<file path="src/hw/rtl/stids_pkg.sv">
`timescale 1ns / 1ps
// ----------------------------------------------------------------------------
// stids_pkg
// Shared types and constants for the sorted key table: operation and status
// codes, controller states and the controller/datapath command bundles.
// ----------------------------------------------------------------------------
package stids_pkg;

  localparam int unsigned DefCapacity = 64;
  localparam int unsigned KeyW        = 32;
  localparam int unsigned FuncW       = 3;
  localparam int unsigned StatusW     = 3;
  localparam int unsigned CountOutW   = 7;

  typedef enum logic [FuncW-1:0] {
    FN_INSERT    = 3'd0,
    FN_DELETE    = 3'd1,
    FN_LOOKUP    = 3'd2,
    FN_RESET_CUR = 3'd3,
    FN_READ_NEXT = 3'd4,
    FN_EMPTY     = 3'd5
  } func_e;

  typedef enum logic [StatusW-1:0] {
    STS_OK        = 3'd0,
    STS_DUP       = 3'd1,
    STS_FULL      = 3'd2,
    STS_NOT_FOUND = 3'd3,
    STS_PAST_END  = 3'd4
  } status_e;

  typedef enum logic [1:0] {
    ITEM_ZERO  = 2'd0,
    ITEM_KEY   = 2'd1,
    ITEM_RDATA = 2'd2
  } item_sel_e;

  typedef enum logic [3:0] {
    ST_IDLE,
    ST_EXEC,
    ST_SRCH_RD,
    ST_SRCH_CMP,
    ST_DECIDE,
    ST_MV_PRIME,
    ST_MOVE,
    ST_PUT,
    ST_CUR_WAIT
  } state_e;

  typedef struct packed {
    logic      load;
    logic      srch_rd;
    logic      srch_cmp;
    logic      mv_init;
    logic      mv_rd;
    logic      mv_step;
    logic      put_key;
    logic      cur_rd;
    logic      cur_clr;
    logic      cur_inc;
    logic      cnt_clr;
    logic      cnt_dec;
    logic      finish;
    status_e   status;
    item_sel_e item_sel;
  } dp_cmd_t;

  typedef struct packed {
    func_e op;
    logic  srch_more;
    logic  found;
    logic  full;
    logic  mv_more;
    logic  mv_last;
    logic  cur_ok;
  } dp_sts_t;

endpackage

</file>
<file path="src/hw/rtl/stids_ram.sv">
`timescale 1ns / 1ps
// ----------------------------------------------------------------------------
// stids_ram
// Generic single-clock RAM: one write port, one read port, registered read.
// ----------------------------------------------------------------------------
module stids_ram #(
  parameter int unsigned Width = 32,
  parameter int unsigned Depth = 64,
  parameter int unsigned AddrW = $clog2(Depth)
) (
  input  logic             clk_i,
  input  logic             we_i,
  input  logic [AddrW-1:0] waddr_i,
  input  logic [Width-1:0] wdata_i,
  input  logic [AddrW-1:0] raddr_i,
  output logic [Width-1:0] rdata_o
);

  logic [Width-1:0] mem_q [Depth];
  logic [Width-1:0] rdata_q;

  always_ff @(posedge clk_i) begin
    if (we_i) begin
      mem_q[waddr_i] <= wdata_i;
    end
    rdata_q <= mem_q[raddr_i];
  end

  assign rdata_o = rdata_q;

endmodule

</file>
<file path="src/hw/rtl/stids_ctrl.sv">
`timescale 1ns / 1ps
// ----------------------------------------------------------------------------
// stids_ctrl
// Controller: sequences binary search, entry moves, cursor reads and the
// result beat for each command.
// ----------------------------------------------------------------------------
module stids_ctrl
  import stids_pkg::*;
(
  input  logic    clk_i,
  input  logic    rst_ni,
  input  logic    start_i,
  input  dp_sts_t sts_i,
  output dp_cmd_t cmd_o,
  output logic    busy_o
);

  state_e state_q, state_d;

  always_ff @(posedge clk_i or negedge rst_ni) begin
    if (!rst_ni) begin
      state_q <= ST_IDLE;
    end else begin
      state_q <= state_d;
    end
  end

  always_comb begin
    state_d = state_q;
    cmd_o   = '0;
    busy_o  = (state_q != ST_IDLE);
    case (state_q)
      ST_IDLE: begin
        if (start_i) begin
          cmd_o.load = 1'b1;
          state_d    = ST_EXEC;
        end
      end
      ST_EXEC: begin
        case (sts_i.op) inside
          FN_INSERT, FN_DELETE, FN_LOOKUP: begin
            state_d = ST_SRCH_RD;
          end
          FN_RESET_CUR: begin
            cmd_o.cur_clr = 1'b1;
            cmd_o.finish  = 1'b1;
            state_d       = ST_IDLE;
          end
          FN_READ_NEXT: begin
            if (sts_i.cur_ok) begin
              cmd_o.cur_rd = 1'b1;
              state_d      = ST_CUR_WAIT;
            end else begin
              cmd_o.finish = 1'b1;
              cmd_o.status = STS_PAST_END;
              state_d      = ST_IDLE;
            end
          end
          FN_EMPTY: begin
            cmd_o.cnt_clr = 1'b1;
            cmd_o.finish  = 1'b1;
            state_d       = ST_IDLE;
          end
          default: begin
            cmd_o.finish = 1'b1;
            state_d      = ST_IDLE;
          end
        endcase
      end
      ST_SRCH_RD: begin
        if (sts_i.srch_more) begin
          cmd_o.srch_rd = 1'b1;
          state_d       = ST_SRCH_CMP;
        end else begin
          state_d = ST_DECIDE;
        end
      end
      ST_SRCH_CMP: begin
        cmd_o.srch_cmp = 1'b1;
        state_d        = ST_SRCH_RD;
      end
      ST_DECIDE: begin
        state_d = ST_IDLE;
        case (sts_i.op)
          FN_INSERT: begin
            if (sts_i.found) begin
              cmd_o.finish = 1'b1;
              cmd_o.status = STS_DUP;
            end else if (sts_i.full) begin
              cmd_o.finish = 1'b1;
              cmd_o.status = STS_FULL;
            end else begin
              cmd_o.mv_init = 1'b1;
              state_d       = ST_MV_PRIME;
            end
          end
          FN_DELETE: begin
            if (sts_i.found) begin
              cmd_o.mv_init = 1'b1;
              state_d       = ST_MV_PRIME;
            end else begin
              cmd_o.finish = 1'b1;
              cmd_o.status = STS_NOT_FOUND;
            end
          end
          default: begin
            cmd_o.finish = 1'b1;
            if (sts_i.found) begin
              cmd_o.item_sel = ITEM_KEY;
            end else begin
              cmd_o.status = STS_NOT_FOUND;
            end
          end
        endcase
      end
      ST_MV_PRIME: begin
        if (sts_i.mv_more) begin
          cmd_o.mv_rd = 1'b1;
          state_d     = ST_MOVE;
        end else if (sts_i.op == FN_INSERT) begin
          state_d = ST_PUT;
        end else begin
          cmd_o.cnt_dec = 1'b1;
          cmd_o.finish  = 1'b1;
          state_d       = ST_IDLE;
        end
      end
      ST_MOVE: begin
        cmd_o.mv_step = 1'b1;
        if (sts_i.mv_last) begin
          if (sts_i.op == FN_INSERT) begin
            state_d = ST_PUT;
          end else begin
            cmd_o.cnt_dec = 1'b1;
            cmd_o.finish  = 1'b1;
            state_d       = ST_IDLE;
          end
        end
      end
      ST_PUT: begin
        cmd_o.put_key = 1'b1;
        cmd_o.finish  = 1'b1;
        state_d       = ST_IDLE;
      end
      ST_CUR_WAIT: begin
        cmd_o.cur_inc  = 1'b1;
        cmd_o.finish   = 1'b1;
        cmd_o.item_sel = ITEM_RDATA;
        state_d        = ST_IDLE;
      end
      default: begin
        state_d = ST_IDLE;
      end
    endcase
  end

endmodule

</file>
<file path="src/hw/rtl/stids_dp.sv">
`timescale 1ns / 1ps
// ----------------------------------------------------------------------------
// stids_dp
// Datapath: entry RAM, search bounds, move pointer, count, read cursor and
// the registered result beat.
// ----------------------------------------------------------------------------
module stids_dp
  import stids_pkg::*;
#(
  parameter int unsigned CAPACITY = DefCapacity
) (
  input  logic                 clk_i,
  input  logic                 rst_ni,
  input  dp_cmd_t              cmd_i,
  input  logic [FuncW-1:0]     func_i,
  input  logic [KeyW-1:0]      key_i,
  output dp_sts_t              sts_o,
  output logic                 done_o,
  output logic [StatusW-1:0]   status_o,
  output logic [KeyW-1:0]      item_out_o,
  output logic [CountOutW-1:0] count_o,
  output logic                 full_res_o
);

  localparam int unsigned CW = $clog2(CAPACITY + 1);
  localparam int unsigned AW = $clog2(CAPACITY);
  localparam logic [CW-1:0] CapC = CW'(CAPACITY);

  func_e          op_q;
  logic [KeyW-1:0] key_q;
  logic [CW-1:0]  lo_q, hi_q, ptr_q, mid;
  logic           found_q;
  logic [CW-1:0]  count_q, count_d;
  logic [CW-1:0]  cursor_q;
  logic           done_q;
  status_e        status_q;
  logic [KeyW-1:0] item_q;
  logic [CW-1:0]  res_count_q;
  logic           insert_op;

  logic            ram_we;
  logic [AW-1:0]   ram_waddr, ram_raddr;
  logic [KeyW-1:0] ram_wdata, ram_rdata;

  stids_ram #(
    .Width(KeyW),
    .Depth(CAPACITY),
    .AddrW(AW)
  ) u_ram (
    .clk_i  (clk_i),
    .we_i   (ram_we),
    .waddr_i(ram_waddr),
    .wdata_i(ram_wdata),
    .raddr_i(ram_raddr),
    .rdata_o(ram_rdata)
  );

  assign insert_op = (op_q == FN_INSERT);
  assign mid       = lo_q + ((hi_q - lo_q) >> 1);

  always_comb begin
    if (cmd_i.srch_rd) begin
      ram_raddr = AW'(mid);
    end else if (cmd_i.mv_rd) begin
      ram_raddr = insert_op ? AW'(ptr_q - CW'(1)) : AW'(ptr_q);
    end else if (cmd_i.mv_step) begin
      ram_raddr = insert_op ? AW'(ptr_q - CW'(2)) : AW'(ptr_q + CW'(1));
    end else if (cmd_i.cur_rd) begin
      ram_raddr = AW'(cursor_q);
    end else begin
      ram_raddr = '0;
    end
  end

  assign ram_we    = cmd_i.mv_step | cmd_i.put_key;
  assign ram_wdata = cmd_i.put_key ? key_q : ram_rdata;

  always_comb begin
    if (cmd_i.put_key) begin
      ram_waddr = AW'(lo_q);
    end else if (insert_op) begin
      ram_waddr = AW'(ptr_q);
    end else begin
      ram_waddr = AW'(ptr_q - CW'(1));
    end
  end

  always_comb begin
    count_d = count_q;
    if (cmd_i.cnt_clr) begin
      count_d = '0;
    end else if (cmd_i.put_key) begin
      count_d = count_q + CW'(1);
    end else if (cmd_i.cnt_dec) begin
      count_d = count_q - CW'(1);
    end
  end

  // Search bounds, move pointer and latched command.
  always_ff @(posedge clk_i) begin
    if (cmd_i.load) begin
      op_q    <= func_e'(func_i);
      key_q   <= key_i;
      lo_q    <= '0;
      hi_q    <= count_q;
      found_q <= 1'b0;
    end else if (cmd_i.srch_cmp) begin
      if (ram_rdata < key_q) begin
        lo_q <= mid + CW'(1);
      end else begin
        hi_q <= mid;
      end
      if (ram_rdata == key_q) begin
        found_q <= 1'b1;
      end
    end
    if (cmd_i.mv_init) begin
      ptr_q <= insert_op ? count_q : lo_q + CW'(1);
    end else if (cmd_i.mv_step) begin
      ptr_q <= insert_op ? ptr_q - CW'(1) : ptr_q + CW'(1);
    end
  end

  always_ff @(posedge clk_i or negedge rst_ni) begin
    if (!rst_ni) begin
      count_q  <= '0;
      cursor_q <= '0;
      done_q   <= 1'b0;
    end else begin
      count_q <= count_d;
      done_q  <= cmd_i.finish;
      if (cmd_i.cur_clr) begin
        cursor_q <= '0;
      end else if (cmd_i.cur_inc) begin
        cursor_q <= cursor_q + CW'(1);
      end
    end
  end

  // Result beat.
  always_ff @(posedge clk_i) begin
    if (cmd_i.finish) begin
      status_q    <= cmd_i.status;
      res_count_q <= count_d;
      case (cmd_i.item_sel)
        ITEM_KEY:   item_q <= key_q;
        ITEM_RDATA: item_q <= ram_rdata;
        default:    item_q <= '0;
      endcase
    end
  end

  always_comb begin
    sts_o.op        = op_q;
    sts_o.srch_more = (lo_q < hi_q);
    sts_o.found     = found_q;
    sts_o.full      = (count_q >= CapC);
    sts_o.mv_more   = insert_op ? (ptr_q > lo_q) : (ptr_q < count_q);
    sts_o.mv_last   = insert_op ? ((ptr_q - CW'(1)) <= lo_q) : ((ptr_q + CW'(1)) >= count_q);
    sts_o.cur_ok    = (cursor_q < count_q);
  end

  assign done_o     = done_q;
  assign status_o   = status_q;
  assign item_out_o = item_q;
  assign count_o    = CountOutW'(res_count_q);
  assign full_res_o = (res_count_q == CapC);

  a_count_bound: assert property (@(posedge clk_i) disable iff (!rst_ni)
    count_q <= CapC)
    else $error("entry count above capacity");

  a_search_bounds: assert property (@(posedge clk_i) disable iff (!rst_ni)
    cmd_i.srch_cmp |=> lo_q <= hi_q)
    else $error("search bounds crossed");

  a_put_legal: assert property (@(posedge clk_i) disable iff (!rst_ni)
    cmd_i.put_key |-> (!found_q && count_q < CapC))
    else $error("key written for duplicate or into full table");

  a_cursor_read: assert property (@(posedge clk_i) disable iff (!rst_ni)
    cmd_i.cur_rd |-> cursor_q < count_q)
    else $error("cursor read beyond held entries");

  a_single_beat: assert property (@(posedge clk_i) disable iff (!rst_ni)
    done_q |=> !done_q)
    else $error("result strobe longer than one cycle");

endmodule

</file>
<file path="src/hw/rtl/sorted_table_insert_delete_search_unit.sv">
`timescale 1ns / 1ps
// ----------------------------------------------------------------------------
// sorted_table_insert_delete_search_unit
// Sorted table of unique 32-bit keys with insert, delete, binary-search
// lookup, in-order read cursor and empty.
// ----------------------------------------------------------------------------
// A command (func_i, key_i) is taken when start_i is high and busy_o is low.
// Exactly one result beat follows per command: done_o is high for one cycle
// with status_o, item_out_o, count_o and full_res_o, and the receiver cannot
// stall it, so capture the beat when done_o is seen. Lookup, insert and
// delete run a binary search over the entry RAM; insert and delete then move
// one entry per cycle through the RAM's one read and one write port. A new
// command can be started in the strobe cycle.
// ----------------------------------------------------------------------------
module sorted_table_insert_delete_search_unit
  import stids_pkg::*;
#(
  parameter int unsigned CAPACITY = DefCapacity
) (
  input  logic                 clk_i,
  input  logic                 rst_ni,
  input  logic                 start_i,
  input  logic [FuncW-1:0]     func_i,
  input  logic [KeyW-1:0]      key_i,
  output logic                 busy_o,
  output logic                 done_o,
  output logic [StatusW-1:0]   status_o,
  output logic [KeyW-1:0]      item_out_o,
  output logic [CountOutW-1:0] count_o,
  output logic                 full_res_o
);

  dp_cmd_t cmd;
  dp_sts_t sts;

  stids_ctrl u_ctrl (
    .clk_i  (clk_i),
    .rst_ni (rst_ni),
    .start_i(start_i),
    .sts_i  (sts),
    .cmd_o  (cmd),
    .busy_o (busy_o)
  );

  stids_dp #(
    .CAPACITY(CAPACITY)
  ) u_dp (
    .clk_i     (clk_i),
    .rst_ni    (rst_ni),
    .cmd_i     (cmd),
    .func_i    (func_i),
    .key_i     (key_i),
    .sts_o     (sts),
    .done_o    (done_o),
    .status_o  (status_o),
    .item_out_o(item_out_o),
    .count_o   (count_o),
    .full_res_o(full_res_o)
  );

endmodule

</file>
<file path="config.mk">
export PLATFORM = sky130hd
export DESIGN_NAME = sorted_table_insert_delete_search_unit
export DESIGN_NICKNAME = d
export VERILOG_FILES = /design/src/hw/rtl/stids_pkg.sv /design/src/hw/rtl/stids_ram.sv /design/src/hw/rtl/stids_ctrl.sv /design/src/hw/rtl/stids_dp.sv /design/src/hw/rtl/sorted_table_insert_delete_search_unit.sv
export SDC_FILE = /design/constraint.sdc
export NUM_CORES = 2
export LEC_CHECK = 0
export ABC_AREA = 1
export BUFFER_PORTS_ARGS = -buffer_cell sky130_fd_sc_hd__buf_4
export CORE_MARGIN = 3
export CORE_UTILIZATION = 55
export DETAILED_ROUTE_END_ITERATION = 6
export PLACE_DENSITY = 0.71
export SLEW_MARGIN = 40
export SYNTH_ARGS = -nofsm -noshare
export SYNTH_HDL_FRONTEND = slang
export SYNTH_HIERARCHICAL = 1
export SYNTH_SLANG_ARGS = --single-unit
</file>
<file path="constraint.sdc">
create_clock -name clk_i -period 5.8 [get_ports clk_i]
set_input_delay 0.29 -clock clk_i [delete_from_list [all_inputs] [get_ports clk_i]]
set_output_delay 0.29 -clock clk_i [all_outputs]
set_load 0.01 [all_outputs]
</file>
==> flow_summary.yaml <==
global_routing:
  grtUsageTotal_pct: 32.2
  grt_pass1_vias: 60300
  use_met1_pct: 42.6
  grt_max_degree: 118
  overflow: 0
  gr-usage-met2_pct: 49.4
  met3_usage_pct: 7.11
  antenna_found_initial: 7
  grt_first_pass_wirelength_mm: 403
  top_usage_layer: "met2"
finish:
  utilization_pct: 63.1
  fillCellCount: 12000
  area_delta_synth_final_pct: 13.3
  layout-drive-gt1-share_pct: 9.98
  nNetsFinal: 8085
  multi_input_area_um2: 23700
  design_area_um2: 103000
  seqCellArea_um2: 65500
die:
  die_y_um: 413
  pin_count: 83
  core_area_um2: 164000
  die_area_um2: 171000
  fp-row-count: 148
  die_x_um: 413
  start_util_pct: 55.7
worst_setup_path:
  crit_family: "simple AND/OR/NAND/NOR gates"
  crit_buf_inv: 5
  cp.required_ps: 6590
  crit_arrival_ps: 6270
  cp-startpoint: "u_dp/count_q[2]$_DFF_PN0_"
  r2r_start: "u_dp/count_q[2]$_DFF_PN0_"
  path_cells: "inv_1, ha_1, a21oi_1, a21oi_1, a2111oi_0, nand2_1, nor2_1, inv_1, o311ai_0, nand3_1, o21ai_4, inv_8, buf_12, buf_4, nand3_1, nand3_1, nand3_1, nand3_1, nand2_1, nand2_1, nand2_1"
  path_max_fanout: 56
  crit_type: "register to register"
  worst_path_most_repeated_cell: "nand3_1"
  slowest_delay_ps: 480
  slowest_stage: "a2111oi_0"
  worst_setup_path_start_kind: "register"
  end_kind: "register"
yosys:
  synth_ff_type: "edfxtp_1"
  synth.avg_cell_area_um2: 11.7
  async_reset_ff_share_pct: 0.864
  synthesis.area_um2: 91300
  synth_edf_count: 2139
  synth_area_leaders: "edfxtp_1, nand3_1, nand2_1, buf_2, ha_1"
  synth_top_area_share_pct: 70.4
  synth_most_common_cell: "nand2_1"
  ys_seq_area_share_pct: 71.8
  ys_warn_count: 6
  ys_ff_latch: 2198
  postSynthCellCount: 7830
  synthDistinctLibCells: 53
  syn_nets: 7963
  synth_commonest_cells: "nand2_1, edfxtp_1, nand3_1"
  yosysTopAreaCell: "edfxtp_1"
clock_tree:
  cts_tree: "built"
  post-cts-setup-buffers: 0
  clk_pin_slew_worst_paths_ps: 60
  htree_levels: 4
  insertion_delay_ps: 880
  clk_path_buf_depth: 3
  numCtsBuffers: 215
  root_buffer: "clkbuf_16"
  cts_sinks: 2198
route:
  viasPerCell: 6.21
  ant_nets: 0
  dr.pass1.iters: 7
  vias: 64100
  drtIter0Drc: 9845
  wirelength_mm: 277
  wire_per_inst_um: 26.9
  post-route-drc-count: 1
timing:
  clock_skew_ps: 55.0
  max_slew_margin_pct: 37.8
  max_freq_mhz: 183
  fin_crit_ps: 5480
  finalHoldViolations: 0
  period_share_pct: 94.5
  slew_viol_final: 0
  setup_violations: 0
  tightestPinTransition_ps: 932
  setup_tns_ps: 0
  rsz0062_at_grt: "false"
power:
  ir_worst_vdd_uv: 526
  total_leakage_power_nw: 37.0
  pwr_density_cell_nw_per_um2: 509
place:
  gp_congestion: 0.923
  place_hpwl_mm: 155
  io_buffers: 82
  placed_area_um2: 95800
outcome:
  violations: "DRC"
  status: "finished with violations"
job:
  maxCapViolations: 0
min_path:
  worstHoldPathType: "primary input to asynchronous set/reset pin"
==> flip-flops by register name, summed over array words and instances, names as in the netlist <==
register            count
u_dp/done_o             1
u_dp/item_out_o        32
u_dp/cursor_q           7
u_dp/op_q               3
u_dp/status_o           3
u_ctrl/state_q          4
u_dp/u_ram/mem_q     2048
u_dp/count_o            7
u_dp/key_q             32
u_dp/lo_q               7
u_dp/count_q            7
u_dp/u_ram/rdata_o     32
u_dp/found_q            1
u_dp/hi_q               7
u_dp/ptr_q              7
==> worst register-to-register path: cells and delay by family (launching register included) <==
family	cells	cell delay (ps)
buf+inv	5	1310
compound gates	5	1420
simple gates	10	1860
fa+ha+maj	1	350
flops	1	470
==> kinds of logic after synthesis <==
family	share of synthesized area, %
flip-flops	71.8
buffers and inverters	3.28
AO/OA/AOI/OAI	1.32
XOR/XNOR	0.182
AND/OR/NAND/NOR	22.1
adder cells (fa/ha/maj)	1.32
==> path summary, 6_finish.rpt <==
kind                                            endpoint  slack (ps)  cells past startpoint
max                        u_dp/u_ram/rdata_o[7]$_DFF_P_         320                     21
max reg2reg                u_dp/u_ram/rdata_o[7]$_DFF_P_         320                     21
max in group asynchronous  u_ctrl/state_q[3]$_DFFE_PN0P_        5450                      3
min                            u_dp/count_q[4]$_DFF_PN0_          30                      3
min in group clk_i              u_dp/key_q[19]$_DFFE_PP_         140                      2
min reg2reg                 u_dp/cursor_q[6]$_DFFE_PN0P_         510                      1
==> power breakdown <==
group          leakage, nW  internal [mW]  total [mW]  switching, mW
registers             19.9           20.3        20.9          0.608
logic                 13.7           4.32        17.7           13.4
clock network         3.43           7.90        14.0           6.11
total                 37.0           32.5        52.6           20.1
==> final cells by class <==
| cell class | count | area share (%) |
|---|---|---|
| tap | 2175 | 2.63 |
| sequential | 2198 | 63.3 |
| inverter | 151 | 0.590 |
| clock inverter | 126 | 1.30 |
| clock buffer | 279 | 5.57 |
| multi-input combinational | 5004 | 22.9 |
| timing repair buffer | 382 | 3.66 |
| antenna | 1 | 0.00242 |
==> placed cells by master, fill, tap and decap left out, drive strengths merged, types with 2 or more instances in the layout <==
cell type / synthesis / routed
o211ai: 4 / 4
xor2: 14 / 14
ha: 93 / 93
o2111ai: 2 / 2
buf: 375 / 345
a221oi: 2 / 2
a22oi: 2 / 2
clkinvlp: 0 / 12
xnor2: 5 / 5
a31oi: 7 / 7
fa: 2 / 2
o21a: 2 / 2
inv: 149 / 156
and3: 3 / 3
nor3: 9 / 9
o22ai: 4 / 4
dlygate4sd3: 0 / 37
o21ai: 95 / 95
nor2: 137 / 137
a21oi: 99 / 99
nand2: 2531 / 2531
nand3b: 3 / 3
clkbuf: 102 / 279
dfxtp: 40 / 40
nand3: 1946 / 1946
dfrtp: 19 / 19
edfxtp: 2139 / 2139
nor4: 12 / 12
a21o: 2 / 2
clkinv: 2 / 90
bufinv: 0 / 19
nand4: 23 / 23
nor3b: 2 / 2
==> per-stage QoR <==
| step | total power, mW | hold WS, ps | setup WS (ps) | instances |
|---|---|---|---|---|
| 2_1_floorplan | 31.0 | -5.59 | 257 | 7830 |
| 3_3_place_gp | 38.0 | 185 | 443 | 9856 |
| 3_5_place_dp | 38.3 | 191 | 349 | 9865 |
| 4_1_cts | 52.1 | 77.4 | 333 | 10300 |
| 5_1_grt | 54.4 | 46.4 | 23.3 | 10300 |
| 6_report | 52.6 | 28.6 | 321 | 10300 |
==> per-layer routing <==
layer,wire length [um],vias up
met1,97800,31000
met5,46,-
li1,-,28000
met4,18300,8
met3,35300,698
met2,126000,4346
==> timing repair <==
action                                 in CTS  in global routing
hold buffers                               38                  0
endpoints found under the hold margin      57                  0
gates resized for setup                     0                  0
Power figures use the tool's default switching activity.
